## src/sv/wsu_pkg.sv

```systemverilog
// Shared types and constants for the WebSocket frame unmasker.
// Used by every module of the block; depends on nothing else.
package wsu_pkg;

    // Reset values of the configuration registers.
    localparam logic [7:0]  HEADER_RESET  = 8'h81;
    localparam logic [15:0] MAX_LEN_RESET = 16'd4088;

    // Configuration register indexes.
    localparam logic CFG_HEADER  = 1'b0;
    localparam logic CFG_MAX_LEN = 1'b1;

    // Length code field and its special codes.
    localparam logic [6:0] LEN_CODE_MASK = 7'h7F;
    localparam logic [6:0] LEN_EXT16     = 7'd126;
    localparam logic [6:0] LEN_UNSUP     = 7'd127;

    // Mask key size.
    localparam int MASK_BYTES = 4;
    localparam int MASK_IDX_W = $clog2(MASK_BYTES);

    typedef struct packed {
        logic [7:0] stream_byte;
        logic       buffer_start;
    } in_beat_t;

    typedef struct packed {
        logic [7:0]  payload_byte;
        logic [15:0] payload_position;
        logic        last_of_payload;
    } out_beat_t;

    // One classified payload byte waiting to be unmasked.
    typedef struct packed {
        logic [7:0]  data;
        logic [7:0]  mask;
        logic [15:0] position;
        logic        last;
    } work_t;

    typedef struct packed {
        logic not_empty;
        logic full;
    } q_status_t;

endpackage

```

## src/sv/websocket_frame_unmasker_unit.sv

```systemverilog
// WebSocket client frame deframer and unmasker, top level.
// Instantiates wsu_front, wsu_queue and wsu_back; depends on wsu_pkg.
//
// Received frame bytes enter on the frame channel, one byte per beat, with
// buffer_start marking the first byte of each received buffer. The parser
// checks the header byte, reads the length (7-bit or 16-bit extended form)
// and the four mask bytes, and passes payload bytes on. Each payload beat on
// the payload channel carries the unmasked byte, its position in the payload
// and a last flag. Header, length and mask bytes produce no output beat.
// Two configuration registers, written through cfg_write/cfg_index/cfg_data,
// set the accepted header byte and the longest accepted payload length.
//
// Throughput is one byte per cycle while neither side stalls. A payload byte
// accepted on the frame channel is registered into the queue and then into the
// output register, from which it is presented on the payload channel.
// While the receiver stalls, the output holds and the queue fills; once it
// is full, frame_stall is raised. Reset empties the queue and output, puts
// the parser in idle and loads the register defaults.
module websocket_frame_unmasker_unit
    import wsu_pkg::*;
#(
    parameter int QUEUE_DEPTH = 2
)
(
    input  logic        clk,
    input  logic        rst_n,
    input  logic        frame_valid,
    output logic        frame_stall,
    input  in_beat_t    frame_beat,
    output logic        payload_valid,
    input  logic        payload_stall,
    output out_beat_t   payload_beat,
    input  logic        cfg_write,
    input  logic        cfg_index,
    input  logic [15:0] cfg_data
);

    q_status_t q_status;
    logic      push;
    logic      pop;
    work_t     push_entry;
    work_t     head;

    wsu_front u_front (
        .clk         (clk),
        .rst_n       (rst_n),
        .frame_valid (frame_valid),
        .frame_stall (frame_stall),
        .frame_beat  (frame_beat),
        .cfg_write   (cfg_write),
        .cfg_index   (cfg_index),
        .cfg_data    (cfg_data),
        .q_status    (q_status),
        .push        (push),
        .push_entry  (push_entry)
    );

    wsu_queue #(
        .DEPTH (QUEUE_DEPTH)
    ) u_queue (
        .clk        (clk),
        .rst_n      (rst_n),
        .push       (push),
        .push_entry (push_entry),
        .pop        (pop),
        .head       (head),
        .q_status   (q_status)
    );

    wsu_back u_back (
        .clk           (clk),
        .rst_n         (rst_n),
        .q_status      (q_status),
        .head          (head),
        .pop           (pop),
        .payload_valid (payload_valid),
        .payload_stall (payload_stall),
        .payload_beat  (payload_beat)
    );

endmodule

```

## src/sv/wsu_front.sv

```systemverilog
// Front end: configuration registers and the frame parser.
// Classifies each received byte and queues payload bytes with their mask byte.
// Depends on wsu_pkg.
module wsu_front
    import wsu_pkg::*;
(
    input  logic        clk,
    input  logic        rst_n,
    input  logic        frame_valid,
    output logic        frame_stall,
    input  in_beat_t    frame_beat,
    input  logic        cfg_write,
    input  logic        cfg_index,
    input  logic [15:0] cfg_data,
    input  q_status_t   q_status,
    output logic        push,
    output work_t       push_entry
);

    typedef enum logic [2:0] {
        PH_IDLE,
        PH_LEN,
        PH_EXT_HI,
        PH_EXT_LO,
        PH_MASK,
        PH_PAYLOAD,
        PH_DROP
    } phase_t;

    phase_t      phase_reg, phase_next;
    logic [15:0] length_reg, length_next;
    logic [31:0] mask_reg, mask_next;
    logic [15:0] count_reg, count_next;
    logic [7:0]  header_reg;
    logic [15:0] max_len_reg;

    logic        accept;
    logic [7:0]  b;
    logic [6:0]  code;
    logic [15:0] ext_len;
    logic        last;
    logic [MASK_IDX_W-1:0] midx;

    assign frame_stall = q_status.full;
    assign accept      = frame_valid && !q_status.full;
    assign b           = frame_beat.stream_byte;
    assign code        = b[6:0] & LEN_CODE_MASK;
    assign ext_len     = {length_reg[15:8], b};
    assign midx        = count_reg[MASK_IDX_W-1:0];
    assign last        = ({1'b0, count_reg} + 17'd1) >= {1'b0, length_reg};

    always_comb
    begin
        phase_next  = phase_reg;
        length_next = length_reg;
        mask_next   = mask_reg;
        count_next  = count_reg;
        push        = 1'b0;
        push_entry.data     = b;
        push_entry.mask     = mask_reg[8*midx +: 8];
        push_entry.position = count_reg;
        push_entry.last     = last;
        if (accept)
        begin
            if (frame_beat.buffer_start)
            begin
                length_next = '0;
                mask_next   = '0;
                count_next  = '0;
                phase_next  = (b == header_reg) ? PH_LEN : PH_DROP;
            end
            else
            begin
                unique case (phase_reg)
                    PH_LEN:
                    begin
                        if (code == LEN_UNSUP)
                        begin
                            phase_next = PH_DROP;
                        end
                        else if (code == LEN_EXT16)
                        begin
                            phase_next = PH_EXT_HI;
                        end
                        else
                        begin
                            length_next = {9'd0, code};
                            if ({9'd0, code} > max_len_reg)
                            begin
                                phase_next = PH_DROP;
                            end
                            else
                            begin
                                phase_next = PH_MASK;
                                count_next = '0;
                            end
                        end
                    end
                    PH_EXT_HI:
                    begin
                        length_next = {b, 8'h00};
                        phase_next  = PH_EXT_LO;
                    end
                    PH_EXT_LO:
                    begin
                        length_next = ext_len;
                        if (ext_len > max_len_reg)
                        begin
                            phase_next = PH_DROP;
                        end
                        else
                        begin
                            phase_next = PH_MASK;
                            count_next = '0;
                        end
                    end
                    PH_MASK:
                    begin
                        mask_next[8*midx +: 8] = b;
                        count_next = count_reg + 16'd1;
                        if (midx == MASK_IDX_W'(MASK_BYTES - 1))
                        begin
                            count_next = '0;
                            phase_next = (length_reg == 16'd0) ? PH_IDLE : PH_PAYLOAD;
                        end
                    end
                    PH_PAYLOAD:
                    begin
                        push       = 1'b1;
                        count_next = count_reg + 16'd1;
                        if (last)
                        begin
                            phase_next = PH_IDLE;
                        end
                    end
                    default:
                    begin
                        // Idle or dropping: the byte is ignored.
                    end
                endcase
            end
        end
    end

    always_ff @(posedge clk or negedge rst_n)
    begin
        if (!rst_n)
        begin
            phase_reg   <= PH_IDLE;
            length_reg  <= '0;
            mask_reg    <= '0;
            count_reg   <= '0;
            header_reg  <= HEADER_RESET;
            max_len_reg <= MAX_LEN_RESET;
        end
        else
        begin
            phase_reg  <= phase_next;
            length_reg <= length_next;
            mask_reg   <= mask_next;
            count_reg  <= count_next;
            if (cfg_write)
            begin
                unique case (cfg_index)
                    CFG_HEADER:  header_reg  <= cfg_data[7:0];
                    CFG_MAX_LEN: max_len_reg <= cfg_data;
                endcase
            end
        end
    end

endmodule

```

## src/sv/wsu_queue.sv

```systemverilog
// Short queue between the parser and the unmasking stage.
// Depends on wsu_pkg for the entry and status types.
module wsu_queue
    import wsu_pkg::*;
#(
    parameter int DEPTH = 2
)
(
    input  logic      clk,
    input  logic      rst_n,
    input  logic      push,
    input  work_t     push_entry,
    input  logic      pop,
    output work_t     head,
    output q_status_t q_status
);

    localparam int PTR_W = $clog2(DEPTH);
    localparam int CNT_W = $clog2(DEPTH + 1);

    work_t            slots [DEPTH];
    logic [PTR_W-1:0] wr_ptr_reg, rd_ptr_reg;
    logic [CNT_W-1:0] count_reg;

    assign head               = slots[rd_ptr_reg];
    assign q_status.not_empty = (count_reg != '0);
    assign q_status.full      = (count_reg == CNT_W'(DEPTH));

    always_ff @(posedge clk)
    begin
        if (push)
        begin
            slots[wr_ptr_reg] <= push_entry;
        end
    end

    always_ff @(posedge clk or negedge rst_n)
    begin
        if (!rst_n)
        begin
            wr_ptr_reg <= '0;
            rd_ptr_reg <= '0;
            count_reg  <= '0;
        end
        else
        begin
            if (push)
            begin
                wr_ptr_reg <= (wr_ptr_reg == PTR_W'(DEPTH - 1)) ? '0 : wr_ptr_reg + 1'b1;
            end
            if (pop)
            begin
                rd_ptr_reg <= (rd_ptr_reg == PTR_W'(DEPTH - 1)) ? '0 : rd_ptr_reg + 1'b1;
            end
            if (push && !pop)
            begin
                count_reg <= count_reg + 1'b1;
            end
            else if (pop && !push)
            begin
                count_reg <= count_reg - 1'b1;
            end
        end
    end

endmodule

```

## src/sv/wsu_back.sv

```systemverilog
// Back end: unmasks queued payload bytes into the output register.
// Depends on wsu_pkg.
module wsu_back
    import wsu_pkg::*;
(
    input  logic      clk,
    input  logic      rst_n,
    input  q_status_t q_status,
    input  work_t     head,
    output logic      pop,
    output logic      payload_valid,
    input  logic      payload_stall,
    output out_beat_t payload_beat
);

    logic      valid_reg;
    out_beat_t beat_reg;

    assign pop           = q_status.not_empty && (!valid_reg || !payload_stall);
    assign payload_valid = valid_reg;
    assign payload_beat  = beat_reg;

    always_ff @(posedge clk or negedge rst_n)
    begin
        if (!rst_n)
        begin
            valid_reg <= 1'b0;
        end
        else if (pop)
        begin
            valid_reg <= 1'b1;
        end
        else if (!payload_stall)
        begin
            valid_reg <= 1'b0;
        end
    end

    always_ff @(posedge clk)
    begin
        if (pop)
        begin
            beat_reg.payload_byte     <= head.data ^ head.mask;
            beat_reg.payload_position <= head.position;
            beat_reg.last_of_payload  <= head.last;
        end
    end

endmodule

```

## config.mk

```make
export PLATFORM = sky130hd
export DESIGN_NAME = websocket_frame_unmasker_unit
export DESIGN_NICKNAME = d
export VERILOG_FILES = /design/src/sv/wsu_pkg.sv /design/src/sv/websocket_frame_unmasker_unit.sv /design/src/sv/wsu_front.sv /design/src/sv/wsu_queue.sv /design/src/sv/wsu_back.sv
export SDC_FILE = /design/constraint.sdc
export NUM_CORES = 1
export LEC_CHECK = 0
export BUFFER_PORTS_ARGS = -buffer_cell sky130_fd_sc_hd__buf_2
export CAP_MARGIN = 20
export CORE_MARGIN = 4
export CORE_UTILIZATION = 30
export CTS_CLUSTER_DIAMETER = 100
export DETAILED_ROUTE_END_ITERATION = 7
export GPL_TIMING_DRIVEN = 0
export PLACE_DENSITY = 0.45
export SLEW_MARGIN = 20
export SYNTH_ARGS = -nofsm -noshare
export SYNTH_HDL_FRONTEND = slang
export SYNTH_HIERARCHICAL = 1
export SYNTH_SLANG_ARGS = --single-unit
```

## constraint.sdc

```tcl
create_clock -name clk -period 7.27 [get_ports clk]
set_input_delay 0.727 -clock clk [delete_from_list [all_inputs] [get_ports clk]]
set_output_delay 0.727 -clock clk [all_outputs]
set_load 0.01 [all_outputs]
```

==> results.md <==
- Worst endpoint required time: about 7.6 ns
- #FFs+latches synth: 187
- Wire per inst: about 17 um
- Drt first pass iters: 4
- Clock-pin slew on the worst setup and hold paths: approximately 0.070 ns
- Max reg flops: 66
- Routability cong.: slightly above 0.8
- Initial core utilization: 30.3%
- Area of the multi-input gates: between 0.003 and 0.004 mm2
- Hpwl dp: roughly 15000 um
- TNS Setup: 0 ns
- Core Box Area: 0.0306 mm2
- I/O Pins: 58
- CP max FO: 8
- Row count: 64
- Filler cell count: 3082
- Number of library cell types mapped by synthesis: 70
- RSZ-0062 raised after global routing: false
- Port bufs: between 50 and 60
- TritonCTS buffer count: 17
- Final setup violation count: 0
- Critical path, cell by cell: buf_2, and3_1, and4_1, and4_1, and3_1, xnor2_1, inv_1, ha_1, nand3_1, nor4_1, o41ai_1, o211ai_1, nor2b_1, o32a_1
- Status: finished, final reports clean
- CTS tree: done
- H-Tree Depth: 4
- Clk buf depth: 2
- Async SR Flop Fraction: ~51%
- Die area: ~0.034 mm2
- Synthesis Warnings: 6
- Worst vdd ir: 0.141 mV
- Vias in the first global route: ~5900
- Post-CTS Hold Buffers: 0
- Antenna Violating Nets Remaining: 0
- Number of synthesized flops with an enable pin: around 90
- Crit path capture type: register
- Net Count, Synth: just over 800
- Post-CTS Setup Inserts: 0
- Final Hold Fails: 0
- DRC: 0
- Arrival @ worst endpoint: 3.88 ns
- Worst-margin pin slew: about 0.8 ns
- Largest net degree at the start of global routing: 62
- WS Path Type: reg2reg
- Gr usage total: 13.0%
- Antenna Cells: 0
- Synth-to-layout area growth: 16.2%
- FF/Latch Area: 0.00515 mm2
- Critical-path top delay cell: dfrtp_1
- Sequential-to-total area share from yosys stat: 55.5%
- Clk sink count: ~190
- Static leakage: approximately 0.0043 uW
- Crit path time final: around 3.6 ns
- Global-route wire length before repair: about 34000 um
- Pwr dens: between 300 and 400 mW/mm2
- Vias: between 5000 and 6000
- Cells after synthesis: approximately 750
- Share of cells above drive strength 1: 26.5%
- Final Cycle Share: 49.1%
- Max-Cap Viols: 0
- Syn avg cell area: about 12 um2
- Initial drt markers: about 360
- Clock root buffer master: clkbuf_16
- Synth Flop Type: edfxtp_1
- Die height: between 150 and 200 um
- Die width: between 150 and 200 um
- CTS resizes: 0
- Worst slew margin: 45.5%
- Hold WC Path Type: in2async
- Crit path largest cell delay: 0.48 ns
- Clock skew: ~0.014 ns
- Nets: 897
- Crit path launch type: register
- Cell Area, Synth: a little over 0.009 mm2
- Grt ovf: 0
- Fmax: between 0.2 and 0.3 GHz
- Final slew viol count: 0
- Clock Latency Late Sink: about 0.44 ns
- Antenna violations before repair: 0
- Vias per cell: between 4 and 5
- Final core occ: about a third
- WL final: about 21000 um
[per-layer routing]
metal | up-vias | part of all wire, % | global-route usage (%)
li1 | 2868 | - | -
met1 | 2838 | 50 | 18.7
met2 | 112 | 45 | 19.9
met3 | 15 | 4.2 | 2.79
met4 | 0 | 1.5 | 3.70
met5 | - | 0 | 0
[critical path: cells and delay by family (launching register included)]
kind	cells	cell delay, ns
buffers and inverters	2	0.35
adders and majority gates	1	0.27
DFF	1	0.48
AOI/OAI and AO/OA	3	0.70
xor gates and xnor gates	1	0.17
and+or+nand+nor	7	1.46
[placed cells by master (no fill, tap or decap), types with 8 or more instances in the layout]
cell type,netlist,layout
ha_1,38,38
a21oi_1,19,19
inv_1,44,44
nor2_1,35,35
o31ai_1,20,20
mux4_2,8,8
o21ai_0,42,42
xnor2_1,20,20
nand2_1,83,83
dfstp_2,11,11
nand4_1,13,13
edfxtp_1,91,91
clkbuf_1,16,17
clkbuf_16,0,17
buf_2,2,58
nand2b_1,14,14
dfrtp_1,85,85
nand3_1,12,12
mux2_4,29,29
buf_4,10,10
mux2_2,37,37
xor2_1,14,14
[cell usage after synthesis (3+ instances only)]
cell type	n	area, um2
o21ai_1	5	25.0
edfxtp_1	91	2730
nand3_1	12	60.1
buf_4	10	75.1
nor4_1	5	31.3
nand4_1	13	81.3
ha_1	38	475
buf_12	4	80.1
mux2_4	29	435
dfstp_2	11	289
a22oi_1	3	22.5
clkbuf_1	16	60.1
and3_1	4	25.0
a211oi_1	3	22.5
nor2b_1	8	50.1
xnor2_1	20	175
mux4_2	8	180
inv_1	44	165
o31ai_1	20	150
nand2_1	83	312
and2_1	3	18.8
xor2_1	14	123
o41ai_1	4	35.0
or2_2	3	18.8
nor2_1	35	131
buf_1	4	15.0
o21ai_0	42	210
o21ai_2	6	52.6
a21oi_1	19	95.1
and4_1	6	52.6
o31ai_2	5	62.6
nand2b_1	14	87.6
dfrtp_1	85	2130
mux2_2	37	417
[kinds of logic (layout without fill, tap and decap cells)]
kind of cell	after synthesis	count (layout)	synth area share [%]
AND/OR/NAND/NOR	197	197	10.3
multiplexers	75	75	11.2
flip-flops	187	187	55.5
buffers and inverters	84	177	4.71
AO/OA/AOI/OAI	133	133	9.96
adder cells (fa/ha/maj)	38	38	5.12
XOR/XNOR	34	34	3.21
[final cells by class]
type | count | area share [%]
tap | 396 | 4.60
clock buffer | 18 | 3.98
multi-input combinational | 477 | 34.4
timing repair buffer | 61 | 3.73
clock inverter | 14 | 1.47
sequential | 187 | 47.8
inverter | 45 | 1.57
buffer | 39 | 2.48
[power breakdown]
part,internal [uW],switching (uW)
clock network,461,463
logic,494,606
registers,1330,100
[final timing paths]
check | from | to | slack [ns] | cells past startpoint
max in group asynchronous | rst_n | u_queue/count_reg[0] | 6.43 | 2
worst min register to register | u_queue/count_reg[1] | u_queue/count_reg[1] | 0.48 | 1
min in group clk | u_queue/count_reg[1] | u_queue/count_reg[1] | 0.48 | 1
worst max register to register | u_front/count_reg[0] | u_front/phase_reg[2] | 3.70 | 14
worst max-delay path | u_front/count_reg[0] | u_front/phase_reg[2] | 3.70 | 14
worst min-delay path | rst_n | u_front/max_len_reg[13] | 0.19 | 1
[per-stage QoR]
step	instance area, um2	hold slack (ns)	setup WS (ns)	total power, uW	instances
after floorplan	9280	0.431	3.92	2210	748
after global placement	10100	0.456	2.43	2530	1201
after detailed placement	10200	0.466	3.69	2570	1205
after CTS	10800	0.195	3.65	3510	1237
after global routing	10800	0.199	3.36	3670	1237
final	10800	0.191	3.70	3450	1237
(Power assumes the default switching activity.)
